[src/rtl/gas_pkg.sv]
`timescale 1ns / 1ps
`default_nettype none
// Shared types and constants of the grid path search unit.
// No dependencies; used by the unit, its ranking unit and the testbench.
package gas_pkg;

  localparam int COORD_W     = 3;
  localparam int CELL_W      = 6;
  localparam int CELLS       = 64;
  localparam int ROWS        = 8;
  localparam int G_W         = 10;
  localparam int H_W         = 8;
  localparam int F_W         = 11;
  localparam int STEP_COST   = 10;
  localparam int DEF_MAX_WIDTH  = 8;
  localparam int DEF_MAX_HEIGHT = 8;

  localparam logic [1:0] CFG_GRID_WIDTH  = 2'd0;
  localparam logic [1:0] CFG_GRID_HEIGHT = 2'd1;

  localparam logic [2:0] ST_OK            = 3'd0;
  localparam logic [2:0] ST_START_OUT     = 3'd1;
  localparam logic [2:0] ST_GOAL_OUT      = 3'd2;
  localparam logic [2:0] ST_START_BLOCKED = 3'd3;
  localparam logic [2:0] ST_GOAL_BLOCKED  = 3'd4;
  localparam logic [2:0] ST_NO_PATH       = 3'd5;

  typedef struct packed {
    logic [G_W-1:0]    g;
    logic [H_W-1:0]    h;
    logic [CELL_W-1:0] idx;
  } rank_entry_t;

endpackage
`default_nettype wire

[src/rtl/gas_cell_mem.sv]
`timescale 1ns / 1ps
`default_nettype none
// Per-cell memory with one write port and one registered read port.
// Depends on nothing outside itself.
module gas_cell_mem #(
  parameter int WIDTH = 8,
  parameter int DEPTH = 64
) (
  input  wire logic                     clk,
  input  wire logic                     we,
  input  wire logic [$clog2(DEPTH)-1:0] waddr,
  input  wire logic [WIDTH-1:0]         wdata,
  input  wire logic [$clog2(DEPTH)-1:0] raddr,
  output logic      [WIDTH-1:0]         rdata
);

  logic [WIDTH-1:0] mem [DEPTH];

  always_ff @(posedge clk) begin
    if (we) begin
      mem[waddr] <= wdata;
    end
    rdata <= mem[raddr];
  end

endmodule
`default_nettype wire

[src/rtl/gas_rank.sv]
`timescale 1ns / 1ps
`default_nettype none
// Ranking compare used by the open-list scan: lower f, then lower h wins.
// Depends on gas_pkg. Cells arrive in rising order, so a tie keeps the best.
module gas_rank (
  input  wire logic                 have_best,
  input  gas_pkg::rank_entry_t      best,
  input  gas_pkg::rank_entry_t      cand,
  output logic                      better
);
  import gas_pkg::*;

  logic [F_W-1:0] f_best;
  logic [F_W-1:0] f_cand;

  always_comb begin
    f_best = F_W'(best.g) + F_W'(best.h);
    f_cand = F_W'(cand.g) + F_W'(cand.h);
    better = !have_best || (f_cand < f_best) || ((f_cand == f_best) && (cand.h < best.h));
  end

endmodule
`default_nettype wire

[src/rtl/grid_astar_path_search_unit.sv]
`timescale 1ns / 1ps
`default_nettype none
// A* path search over a grid of up to 8 x 8 cells. A load item writes one map row
// and gives no result. A query item runs a search: each expansion scans all 64 cell
// records through the one read port of the cost memory and then tries four
// neighbours; the search is followed by the parent walk and by the delivery of the
// results. The block takes no item while a query is in progress; configuration
// writes are always taken.
module grid_astar_path_search_unit #(
  parameter int MAX_WIDTH  = gas_pkg::DEF_MAX_WIDTH,
  parameter int MAX_HEIGHT = gas_pkg::DEF_MAX_HEIGHT
) (
  input  wire logic       clk,
  input  wire logic       rst,
  input  wire logic       cfg_valid,
  output logic            cfg_ready,
  input  wire logic [1:0] cfg_index,
  input  wire logic [3:0] cfg_data,
  input  wire logic       in_valid,
  output logic            in_ready,
  input  wire logic       kind,
  input  wire logic [2:0] row_index,
  input  wire logic [7:0] blocked_row,
  input  wire logic [7:0] occupied_row,
  input  wire logic [3:0] start_x,
  input  wire logic [3:0] start_y,
  input  wire logic [3:0] goal_x,
  input  wire logic [3:0] goal_y,
  output logic            out_valid,
  input  wire logic       out_ready,
  output logic      [2:0] status,
  output logic      [2:0] step_x,
  output logic      [2:0] step_y,
  output logic      [5:0] step_number,
  output logic            last
);
  import gas_pkg::*;

  localparam logic [3:0] S_IDLE     = 4'd0;
  localparam logic [3:0] S_CHK_S    = 4'd1;
  localparam logic [3:0] S_CHK_G    = 4'd2;
  localparam logic [3:0] S_INIT     = 4'd3;
  localparam logic [3:0] S_SCAN     = 4'd4;
  localparam logic [3:0] S_PICK     = 4'd5;
  localparam logic [3:0] S_NB_RD    = 4'd6;
  localparam logic [3:0] S_NB_WR    = 4'd7;
  localparam logic [3:0] S_PATH_WR  = 4'd8;
  localparam logic [3:0] S_PATH_RD  = 4'd9;
  localparam logic [3:0] S_OUT_RD   = 4'd10;
  localparam logic [3:0] S_OUT_LD   = 4'd11;
  localparam logic [3:0] S_OUT_WAIT = 4'd12;

  localparam logic [1:0] DIR_UP    = 2'd0;
  localparam logic [1:0] DIR_LEFT  = 2'd1;
  localparam logic [1:0] DIR_RIGHT = 2'd2;
  localparam logic [1:0] DIR_DOWN  = 2'd3;

  localparam logic [3:0] MAX_W4 = 4'(MAX_WIDTH);
  localparam logic [3:0] MAX_H4 = 4'(MAX_HEIGHT);

  function automatic logic [H_W-1:0] manhattan(input logic [3:0] ax, input logic [3:0] ay,
                                                input logic [3:0] bx, input logic [3:0] by);
    logic [3:0] dx;
    logic [3:0] dy;
    logic [H_W-1:0] s;
    dx = (ax >= bx) ? (ax - bx) : (bx - ax);
    dy = (ay >= by) ? (ay - by) : (by - ay);
    s  = H_W'(dx) + H_W'(dy);
    return (s << 3) + (s << 1);
  endfunction

  logic [3:0]  state;
  logic [3:0]  cfg_w;
  logic [3:0]  cfg_h;
  logic [7:0]  blocked_map  [ROWS];
  logic [7:0]  occupied_map [ROWS];
  logic [3:0]  sx, sy, gx, gy;
  logic [CELLS-1:0] open_mark;
  logic [CELLS-1:0] closed_mark;
  logic [6:0]  scan_cnt;
  logic        pend;
  logic [CELL_W-1:0] pend_idx;
  logic        found;
  logic [CELL_W-1:0] best_idx;
  logic [G_W-1:0]    best_g;
  logic [H_W-1:0]    best_h;
  logic [1:0]  dir;
  logic [CELL_W-1:0] cur;
  logic [6:0]  path_cnt;
  logic [6:0]  out_idx;

  logic [3:0]  w_eff, h_eff;
  logic [6:0]  n_cells;
  logic [2:0]  map_x, map_y;
  logic        blk_bit, occ_bit;
  logic [3:0]  cx, cy, nx, ny;
  logic        nb_edge, nb_ok, nb_is_goal;
  logic [CELL_W-1:0] nb_cell, start_cell, goal_cell;
  logic [G_W-1:0]    tg;
  logic        better;
  rank_entry_t best_ent, cand_ent;

  logic              cost_we;
  logic [CELL_W-1:0] cost_waddr, cost_raddr;
  logic [G_W+H_W-1:0] cost_wdata, cost_rdata;
  logic              par_we;
  logic [CELL_W-1:0] par_rdata;
  logic              pb_we;
  logic [CELL_W-1:0] pb_raddr, pb_rdata;
  logic [6:0]        pb_rd_full;

  assign cfg_ready = 1'b1;
  assign in_ready  = (state == S_IDLE);

  always_comb begin
    w_eff = (cfg_w == 4'd0) ? 4'd1 : ((cfg_w > MAX_W4) ? MAX_W4 : cfg_w);
    h_eff = (cfg_h == 4'd0) ? 4'd1 : ((cfg_h > MAX_H4) ? MAX_H4 : cfg_h);
    n_cells = 7'({3'd0, w_eff} * {3'd0, h_eff});
    start_cell = {sy[2:0], sx[2:0]};
    goal_cell  = {gy[2:0], gx[2:0]};

    cx = {1'b0, best_idx[2:0]};
    cy = {1'b0, best_idx[5:3]};
    nx = cx;
    ny = cy;
    nb_edge = 1'b0;
    case (dir)
      DIR_UP: begin
        nb_edge = (cy == 4'd0);
        ny = cy - 4'd1;
      end
      DIR_LEFT: begin
        nb_edge = (cx == 4'd0);
        nx = cx - 4'd1;
      end
      DIR_RIGHT: nx = cx + 4'd1;
      DIR_DOWN:  ny = cy + 4'd1;
      default:   nb_edge = 1'b1;
    endcase
    nb_cell    = {ny[2:0], nx[2:0]};
    nb_is_goal = (nx == gx) && (ny == gy);

    case (state)
      S_CHK_S: begin
        map_x = sx[2:0];
        map_y = sy[2:0];
      end
      S_CHK_G: begin
        map_x = gx[2:0];
        map_y = gy[2:0];
      end
      default: begin
        map_x = nx[2:0];
        map_y = ny[2:0];
      end
    endcase
    blk_bit = blocked_map[map_y][map_x];
    occ_bit = occupied_map[map_y][map_x];

    nb_ok = !nb_edge && (nx < w_eff) && (ny < h_eff) && !blk_bit
            && !(occ_bit && !nb_is_goal) && !closed_mark[nb_cell];
    tg = best_g + G_W'(STEP_COST);

    cost_raddr = (state == S_SCAN) ? scan_cnt[CELL_W-1:0] : nb_cell;
    cost_we    = 1'b0;
    cost_waddr = nb_cell;
    cost_wdata = {tg, manhattan(nx, ny, gx, gy)};
    par_we     = 1'b0;
    if (state == S_INIT) begin
      cost_we    = 1'b1;
      cost_waddr = start_cell;
      cost_wdata = {{G_W{1'b0}}, manhattan(sx, sy, gx, gy)};
    end else if (state == S_NB_WR) begin
      cost_we = !open_mark[nb_cell] || (tg < cost_rdata[G_W+H_W-1:H_W]);
      par_we  = cost_we;
    end
    pb_we      = (state == S_PATH_WR);
    pb_rd_full = path_cnt - 7'd1 - out_idx;
    pb_raddr   = pb_rd_full[CELL_W-1:0];

    best_ent = '{g: best_g, h: best_h, idx: best_idx};
    cand_ent = '{g: cost_rdata[G_W+H_W-1:H_W], h: cost_rdata[H_W-1:0], idx: pend_idx};
  end

  gas_rank u_rank (
    .have_best (found),
    .best      (best_ent),
    .cand      (cand_ent),
    .better    (better)
  );

  gas_cell_mem #(.WIDTH(G_W + H_W), .DEPTH(CELLS)) u_cost_mem (
    .clk   (clk),
    .we    (cost_we),
    .waddr (cost_waddr),
    .wdata (cost_wdata),
    .raddr (cost_raddr),
    .rdata (cost_rdata)
  );

  gas_cell_mem #(.WIDTH(CELL_W), .DEPTH(CELLS)) u_parent_mem (
    .clk   (clk),
    .we    (par_we),
    .waddr (nb_cell),
    .wdata (best_idx),
    .raddr (cur),
    .rdata (par_rdata)
  );

  gas_cell_mem #(.WIDTH(CELL_W), .DEPTH(CELLS)) u_path_mem (
    .clk   (clk),
    .we    (pb_we),
    .waddr (path_cnt[CELL_W-1:0]),
    .wdata (cur),
    .raddr (pb_raddr),
    .rdata (pb_rdata)
  );

  // Map rows; a row number at or above MAX_HEIGHT is dropped.
  always_ff @(posedge clk) begin
    if (rst) begin
      for (int r = 0; r < ROWS; r++) begin
        blocked_map[r]  <= '0;
        occupied_map[r] <= '0;
      end
    end else if (in_valid && in_ready && !kind && (32'(row_index) < MAX_HEIGHT)) begin
      blocked_map[row_index]  <= blocked_row;
      occupied_map[row_index] <= occupied_row;
    end
  end

  always_ff @(posedge clk) begin
    if (rst) begin
      cfg_w <= 4'd8;
      cfg_h <= 4'd8;
    end else if (cfg_valid && cfg_ready) begin
      case (cfg_index)
        CFG_GRID_WIDTH:  cfg_w <= cfg_data;
        CFG_GRID_HEIGHT: cfg_h <= cfg_data;
        default: ;
      endcase
    end
  end

  always_ff @(posedge clk) begin
    if (rst) begin
      state       <= S_IDLE;
      out_valid   <= 1'b0;
      open_mark   <= '0;
      closed_mark <= '0;
      pend        <= 1'b0;
      found       <= 1'b0;
    end else begin
      case (state)
        S_IDLE: begin
          if (in_valid && kind) begin
            sx <= start_x;
            sy <= start_y;
            gx <= goal_x;
            gy <= goal_y;
            state <= S_CHK_S;
          end
        end
        S_CHK_S: begin
          step_x <= '0;
          step_y <= '0;
          step_number <= '0;
          last <= 1'b1;
          if (sx >= w_eff || sy >= h_eff) begin
            status <= ST_START_OUT;
            out_valid <= 1'b1;
            state <= S_OUT_WAIT;
          end else if (gx >= w_eff || gy >= h_eff) begin
            status <= ST_GOAL_OUT;
            out_valid <= 1'b1;
            state <= S_OUT_WAIT;
          end else if (blk_bit || occ_bit) begin
            status <= ST_START_BLOCKED;
            out_valid <= 1'b1;
            state <= S_OUT_WAIT;
          end else begin
            status <= ST_OK;
            state <= S_CHK_G;
          end
        end
        S_CHK_G: begin
          if (blk_bit) begin
            status <= ST_GOAL_BLOCKED;
            out_valid <= 1'b1;
            state <= S_OUT_WAIT;
          end else if (sx == gx && sy == gy) begin
            step_x <= sx[2:0];
            step_y <= sy[2:0];
            out_valid <= 1'b1;
            state <= S_OUT_WAIT;
          end else begin
            state <= S_INIT;
          end
        end
        S_INIT: begin
          open_mark   <= {{(CELLS-1){1'b0}}, 1'b1} << start_cell;
          closed_mark <= '0;
          scan_cnt <= '0;
          pend  <= 1'b0;
          found <= 1'b0;
          state <= S_SCAN;
        end
        S_SCAN: begin
          // The read issued in the previous cycle is ranked here.
          if (pend && open_mark[pend_idx] && better) begin
            found    <= 1'b1;
            best_idx <= pend_idx;
            best_g   <= cand_ent.g;
            best_h   <= cand_ent.h;
          end
          if (scan_cnt != 7'(CELLS)) begin
            pend     <= 1'b1;
            pend_idx <= scan_cnt[CELL_W-1:0];
            scan_cnt <= scan_cnt + 7'd1;
          end else begin
            pend  <= 1'b0;
            state <= S_PICK;
          end
        end
        S_PICK: begin
          if (!found) begin
            status <= ST_NO_PATH;
            out_valid <= 1'b1;
            state <= S_OUT_WAIT;
          end else begin
            open_mark[best_idx]   <= 1'b0;
            closed_mark[best_idx] <= 1'b1;
            dir <= DIR_UP;
            if (best_idx == goal_cell) begin
              cur <= goal_cell;
              path_cnt <= '0;
              state <= S_PATH_WR;
            end else begin
              state <= S_NB_RD;
            end
          end
        end
        S_NB_RD: begin
          if (nb_ok) begin
            state <= S_NB_WR;
          end else if (dir == DIR_DOWN) begin
            scan_cnt <= '0;
            found <= 1'b0;
            state <= S_SCAN;
          end else begin
            dir <= dir + 2'd1;
          end
        end
        S_NB_WR: begin
          if (cost_we) begin
            open_mark[nb_cell] <= 1'b1;
          end
          if (dir == DIR_DOWN) begin
            scan_cnt <= '0;
            found <= 1'b0;
            state <= S_SCAN;
          end else begin
            dir <= dir + 2'd1;
            state <= S_NB_RD;
          end
        end
        S_PATH_WR: begin
          path_cnt <= path_cnt + 7'd1;
          if (cur == start_cell || (path_cnt + 7'd1) >= n_cells) begin
            out_idx <= '0;
            state <= S_OUT_RD;
          end else begin
            state <= S_PATH_RD;
          end
        end
        S_PATH_RD: begin
          cur <= par_rdata;
          state <= S_PATH_WR;
        end
        S_OUT_RD: state <= S_OUT_LD;
        S_OUT_LD: begin
          status      <= ST_OK;
          step_x      <= pb_rdata[2:0];
          step_y      <= pb_rdata[5:3];
          step_number <= out_idx[5:0];
          last        <= (out_idx + 7'd1 == path_cnt);
          out_valid   <= 1'b1;
          state       <= S_OUT_WAIT;
        end
        S_OUT_WAIT: begin
          if (out_ready) begin
            out_valid <= 1'b0;
            if (last) begin
              state <= S_IDLE;
            end else begin
              out_idx <= out_idx + 7'd1;
              state <= S_OUT_RD;
            end
          end
        end
        default: state <= S_IDLE;
      endcase
    end
  end

endmodule
`default_nettype wire

[config.mk]
export PLATFORM = sky130hd
export DESIGN_NAME = grid_astar_path_search_unit
export DESIGN_NICKNAME = d
export VERILOG_FILES = /design/src/rtl/gas_pkg.sv /design/src/rtl/gas_cell_mem.sv /design/src/rtl/gas_rank.sv /design/src/rtl/grid_astar_path_search_unit.sv
export SDC_FILE = /design/constraint.sdc
export NUM_CORES = 2
export LEC_CHECK = 0
export BUFFER_PORTS_ARGS = -buffer_cell sky130_fd_sc_hd__buf_2
export CAP_MARGIN = 20
export CORE_MARGIN = 8
export CORE_UTILIZATION = 30
export CTS_CLUSTER_SIZE = 14
export DETAILED_ROUTE_END_ITERATION = 10
export PLACE_DENSITY = 0.48
export SLEW_MARGIN = 20
export SYNTH_ARGS = -nofsm -noshare
export SYNTH_HDL_FRONTEND = slang
export SYNTH_SLANG_ARGS = --single-unit
[constraint.sdc]
create_clock -name clk -period 14.8 [get_ports clk]
set_input_delay 1.48 -clock clk [delete_from_list [all_inputs] [get_ports clk]]
set_output_delay 1.48 -clock clk [all_outputs]
set_load 0.01 [all_outputs]
; Yosys cells after proc, flatten, opt, wreduce, memory -nomap -nowiden
; Memories as Yosys holds them, arrays and structs flattened. A register that Yosys moved wholly into a read port is not among the register bits.
; Index checks and enable logic that the tools add are counted.
[totals]
memories = 5
regBits = 234
ramBits = 2048
[memory_table]
columns = name, depth, width, rd, rd_clocked_by_memory_dff, wr, line
row1 = u_cost_mem.mem, 64, 18, 1, 1, 1, gas_cell_mem.sv:17  ; logic [WIDTH-1:0] mem [DEPTH];
row2 = u_parent_mem.mem, 64, 6, 1, 1, 1, gas_cell_mem.sv:17
row3 = u_path_mem.mem, 64, 6, 1, 1, 1, gas_cell_mem.sv:17
row4 = blocked_map, 8, 8, 1, 0, 8, grid_astar_path_search_unit.sv:75  ; logic [7:0] blocked_map [ROWS];
row5 = occupied_map, 8, 8, 1, 0, 8, grid_astar_path_search_unit.sv:76  ; logic [7:0] occupied_map [ROWS];
[op_classes]
add_sub_neg = 25
n_bitwise = 5
multipliers = 1
order_cmp = 22
muxes = 117
eq_ne = 43
n_reduce_logical = 70
shift = 1
[ops]
columns = cell, count
row1 = $mux 64, 3
row2 = $pmux 64 s3, 1
row3 = $or 64x64->64, 2
row4 = $pmux 64 s2, 1
row5 = $mux 4, 21
row6 = $and 64x64->64, 1
row7 = $not 64->64, 1
row8 = $shl 1x6->64 const A, 1
row9 = $mux 7, 8
row10 = $pmux 4 s13, 1
row11 = $mux 1, 34
row12 = $ge 4x4->1, 8
row13 = $sub 4x4->4, 8
row14 = $pmux 7 s2, 2
row15 = $pmux 7 s4, 1
row16 = $reduce_and 4->1, 7
row17 = $mux 3, 8
row18 = $mux 6, 4
row19 = $pmux 6 s2, 2
row20 = $add 10x8->11, 2
row21 = $ne 2x2->1 const B, 11
row22 = $add 7x1->7 const B, 3
row23 = $lt 6x7->1 const B, 3
row24 = $eq 4x4->1 const B, 5
row25 = other kinds (59), 146

; Logic depth before layout (Yosys ltp)
; An unclocked memory read counts as a cell.
[logic_depth]
word_depth = 12
depth_mapped = 22

; Cells and area by module
; From an unflattened synthesis, not the netlist that was laid out.
[unflattened]
hier_cells = 5983
hier_area_um2 = 98793.5
[modules_own_cells]
columns = mod, cells_each, seq_area_each_um2, instances, area_each_um2
row1 = gas_cell_mem at u_cost_mem, 2069, 34953.5, 1, 44958.1
row2 = gas_cell_mem at u_parent_mem ..., 720, 11651.2, 2, 15225.9
row3 = grid_astar_path_search_unit, 2330, 9439.1, 1, 22257.6
row4 = gas_rank, 144, 0.0, 1, 1126.1

; Worst setup path before layout
; OpenSTA, ideal clock, no wires.
[synth_timing]
path_type = register -> register
startpoint = reg best_idx[0]
endpoint = mem u_cost_mem.mem[0][7] in the netlist's numbering, data pin
arrival_ns = 8.215
setup_slack_ns = 5.884
path_stages_with_launch = 23
setup_ns = 0.702
path_buffers = 3
required_ns = 14.098
period_less_slack_ns = 8.916
path_cell_list = edfxtp_1 -> buf_2 -> inv_1 -> buf_1 -> fa_1 -> xor2_1 -> o21ai_0 -> clkbuf_1 -> ha_1 -> nor2b_1 -> o21ai_0 -> nand3b_1 -> mux2i_1 -> ha_1 -> a21o_1 -> a21oi_1 -> xnor2_1 -> inv_1 -> fa_1 -> nor2b_1 -> o21ai_0 -> xor2_1 -> o21ai_0
[synth_between]
elab_chain_len = 7
elab_cells_between_ends = 10
[synth_rtl]
columns = element, line
row1 = start: declaration, grid_astar_path_search_unit.sv:84  ; logic [CELL_W-1:0] best_idx;
row2 = start signal: assignment, grid_astar_path_search_unit.sv:312  ; best_idx <= pend_idx;
row3 = $add 3x1->4 / $sub 3x1->4 (equally long branches), "grid_astar_path_search_unit.sv:136, grid_astar_path_search_unit.sv:134"
row4 = $pmux 4 s2 *, grid_astar_path_search_unit.sv:127  ; case (dir)
row5 = $sub 4x4->4 / $ge 4x4->1 (equally long branches), grid_astar_path_search_unit.sv:66  ; dx = (ax >= bx) ? (ax - bx) : (bx - ax);
row6 = $mux 4 *, grid_astar_path_search_unit.sv:66
row7 = $add 4x4->5 *, grid_astar_path_search_unit.sv:68  ; s = H_W'(dx) + H_W'(dy);
row8 = $add 8x6->8 *, grid_astar_path_search_unit.sv:69  ; return (s << 3) + (s << 1);
row9 = $mux 18 *, grid_astar_path_search_unit.sv:169  ; if (state == S_INIT) begin
row10 = named net cost_wdata[7], grid_astar_path_search_unit.sv:105  ; logic [G_W+H_W-1:0] cost_wdata, cost_rdata;
row11 = end: declaration, gas_cell_mem.sv:17
; The timed path passes the listed nets; every way through them passes the cells marked *.

; Final worst setup path
[layout_timing]
startpoint = reg best_idx[1]
endpoint = mem u_cost_mem.mem[34][7] in the netlist's numbering, data pin
; Same word-level chain as after synthesis.

==> impl_metrics.json <==
{
  "outcome": "finished clean",
  "root_buffer": "clkbuf_16",
  "yosys-top-cells-area": "edfxtp_1, mux4_2, dfxtp_1",
  "async_flop_share_pct": 0,
  "min_path_cells": 2,
  "cts_tree": "done",
  "numPortBuffers": 64,
  "max-vdd-ir-drop_v": 0.0003608,
  "path_max_fanout": 82,
  "yosys.area.top_type_share_pct": 65.09,
  "path_cells": "buf_4 -> clkinv_1 -> fa_1 -> nand2_1 -> a21boi_4 -> clkinv_1 -> fa_1 -> nor2b_1 -> o21ai_0 -> nand3b_1 -> mux2i_1 -> ha_1 -> a21o_1 -> a21oi_1 -> xnor2_1 -> inv_1 -> fa_1 -> nor2b_1 -> o21ai_0 -> xor2_1 -> o21ai_4 -> buf_4",
  "fin_crit_ns": 7.891,
  "synth-seq-area-share_pct": 68.69,
  "rr_worst_depth": 22,
  "postCtsSetupBuffers": 0,
  "rr_startpoint": "best_idx[1]$_DFFE_PP_",
  "slew_viol_final": 0,
  "htree_num_levels": 4,
  "grt_start_max_net_pins": 162,
  "grt_usage_pct": 15.74,
  "dp_hpwl_um": 161700,
  "wl_per_cell_um": 27.01,
  "final_nets": 6011,
  "maxCapViolCount": 0,
  "path_common_cell": "fa_1",
  "ys_types": 98,
  "top_usage_layer": "met2",
  "worstSetupPathType": "reg2reg",
  "cp-end-kind": "flop",
  "cts.repair.resized": 0,
  "cp_top_family": "buffers and inverters",
  "worstSetupStartpointType": "flop",
  "reg2reg_to": "u_cost_mem.mem[34][7]$_DFFE_PP_",
  "setup_viol": 0,
  "grt_pass1_wl_um": 398600,
  "ys_warn_count": 0,
  "tightestPinTransition_ns": 1.176,
  "die_y_um": 580.7,
  "firstDrtPassIters": 6,
  "synthTopCellsByCount": "edfxtp_1, mux4_2, nor2_1, nand2_1, a21oi_1",
  "core-area_mm2": 0.3178,
  "p_int_mw": 12.25,
  "yosys.area.top_type": "edfxtp_1",
  "ant_nets": 0,
  "fmax_ghz": 0.1267,
  "gp_congestion": 0.8100,
  "grt_pass1_vias": 55063,
  "crit_buf_inv": 5,
  "postLayoutCoreUtil_pct": 34.61,
  "grtUsageMet2_pct": 25.52,
  "grt_overflow": 0,
  "vias_per_cell": 5.258,
  "synth.most_common_cell": "edfxtp_1",
  "initial_utilization_pct": 30.11,
  "critPathMaxStageDelay_ns": 0.85,
  "dp.cells": 9739,
  "worst_clock_skew_ns": 0.07703,
  "synthesis.area_mm2": 0.09568,
  "drive_above_1_share_pct": 23.50,
  "stdcell_count": 10181,
  "timing.final.crit_share_pct": 53.32,
  "numCtsBuffers": 238,
  "arrival_ns": 8.46,
  "netlist_instances": 5640,
  "clock_power_share_pct": 35.2,
  "syn-num-nets": 5851,
  "power.density_mw_per_mm2": 155.6,
  "required_ns": 15.37,
  "holdPathEnd": "closed_mark[54]$_SDFFE_PP0P_",
  "synth-edff-count": 2074,
  "routed_wirelength_um": 275000,
  "drc_errors": 0,
  "cts_sinks": 2246,
  "power.leakage_nw": 34.86,
  "dieArea_mm2": 0.3373,
  "hp-start": "closed_mark[54]$_SDFFE_PP0P_",
  "syn_avg_cell_area_um2": 16.96,
  "vias": 53531,
  "relSlewSlack_pct": 21.32,
  "hold_viol": 0,
  "antenna_found_initial": 19,
  "rsz0062_at_grt": "false",
  "worst_hold_path_type": "reg2reg",
  "cts.clk_slew.worst_paths_ns": 0.06,
  "synth_flop_cell": "edfxtp_1",
  "ios": 66,
  "clock_latency_ns": 0.91,
  "area_growth_pct": 14.96,
  "switching_share_pct": 28.42,
  "grt_use_met3_pct": 2.217,
  "initialDrtViolationCount": 5369,
  "holdBufCountCts": 0,
  "slowest_stage": "fa_1",
  "r2r_slack_ns": 6.91,
  "grt_util_met1_pct": 22.33,
  "p_sw_mw": 4.866,
  "pwr-share-seq_pct": 44.7,
  "cts_buffer_depth": 4,
  "fillers": 30017,
  "die_width_um": 580.7,
  "p_comb_share_pct": 20.1,
  "fp-row-count": 207,
  "synth_seq_cells": 2246,
  "setup_tns_ns": 0
}
[cell usage in the layout, fill, tap and decap left out, types with 69 or more instances in the layout]
master / instances
a21oi_1: 246
edfxtp_1: 2074
o21ai_0: 118
a211oi_1: 97
mux4_2: 557
buf_4: 182
dfxtp_1: 171
and2_1: 209
nor2_1: 306
clkbuf_16: 238
nor3_2: 70
ha_1: 142
nor3_1: 95
o211ai_1: 69
nand2_1: 276
inv_1: 101
[cells by family after synthesis]
group / count (synthesis) / synth area share [%]
other: 1 / 0.003919
AO/OA/AOI/OAI: 878 / 6.291
multiplexers: 635 / 13.96
AND/OR/NAND/NOR: 1181 / 6.017
buffers and inverters: 446 / 1.882
XOR/XNOR: 89 / 0.8422
adder cells (fa/ha/maj): 164 / 2.309
flip-flops: 2246 / 68.69
[worst register-to-register path, delay by kind of cell, from the launching register on]
family | cells | cell delay, ns
compound gates | 6 | 1.23
xor+xnor | 2 | 0.43
fa+ha+maj | 4 | 2.14
buf+inv | 5 | 2.40
flops | 1 | 0.32
mux | 1 | 0.33
simple gates | 4 | 0.70
[area by class of cell]
| class | instances | area, um^2 | share of cell area [%] |
|---|---|---|---|
| antenna | 6 | 15.01 | 0.01365 |
| timing repair buffer | 254 | 1854 | 1.686 |
| clock inverter | 140 | 1558 | 1.416 |
| tap | 4180 | 5230 | 4.755 |
| sequential | 2246 | 65720 | 59.76 |
| clock buffer | 295 | 6237 | 5.671 |
| inverter | 112 | 420.4 | 0.3822 |
| multi-input combinational | 2948 | 28950 | 26.32 |
[power by group through the flow]
stage                     combinational [mW]  clock, mW  sequential (mW)
after floorplan                         2.22          0             7.76
after global placement                  3.47          0             7.79
after detailed placement                3.51          0             7.79
after CTS                               3.52       6.16             7.66
after global routing                    3.74       6.40             7.66
final                                   3.44       6.02             7.65
[sequential cells by signal, indices dropped and copies added (netlist names), 6 cells and up]
| name | cells |
|---|---|
| best_g | 10 |
| best_h | 7 |
| best_idx | 6 |
| blocked_map | 64 |
| closed_mark | 64 |
| cur | 6 |
| occupied_map | 64 |
| open_mark | 64 |
| out_idx | 7 |
| path_cnt | 7 |
| pend_idx | 6 |
| scan_cnt | 7 |
| step_number | 6 |
| u_cost_mem.mem | 1088 |
| u_cost_mem.rdata | 17 |
| u_parent_mem.mem | 384 |
| u_parent_mem.rdata | 6 |
| u_path_mem.mem | 384 |
| u_path_mem.rdata | 6 |
[metal layers]
metal	up-vias	share of wire, %
met1	28314	45
met4	4	2.5
met3	445	5.7
met2	1792	47
met5	-	0.0098
li1	22976	-
[worst max path at each step]
stage | endpoint | startpoint | cells past startpoint
5_1_grt | u_cost_mem.mem[34][7]$_DFFE_PP_ | best_idx[1]$_DFFE_PP_ | 22
2_1_floorplan | u_cost_mem.mem[0][7]$_DFFE_PP_ | best_idx[0]$_DFFE_PP_ | 22
3_3_place_gp | u_cost_mem.mem[32][7]$_DFFE_PP_ | best_idx[0]$_DFFE_PP_ | 22
4_1_cts | u_cost_mem.rdata[13]$_DFF_P_ | best_idx[0]$_DFFE_PP_ | 16
6_report | u_cost_mem.mem[34][7]$_DFFE_PP_ | best_idx[1]$_DFFE_PP_ | 22
3_5_place_dp | u_cost_mem.rdata[13]$_DFF_P_ | best_idx[0]$_DFFE_PP_ | 16
[stage by stage]
stage / instance area [um^2] / setup WS (ns) / power [mW] / hold WS [ns]
CTS: 109900 / 6.742 / 17.34 / 0.4697
global placement: 102100 / 6.966 / 11.26 / 0.4451
finish: 110000 / 6.909 / 17.12 / 0.4656
detailed placement: 102100 / 6.714 / 11.30 / 0.4537
floorplan: 95680 / 5.884 / 9.979 / 0.4244
global route: 110000 / 6.421 / 17.80 / 0.4976
Power figures use the tool's default switching activity.
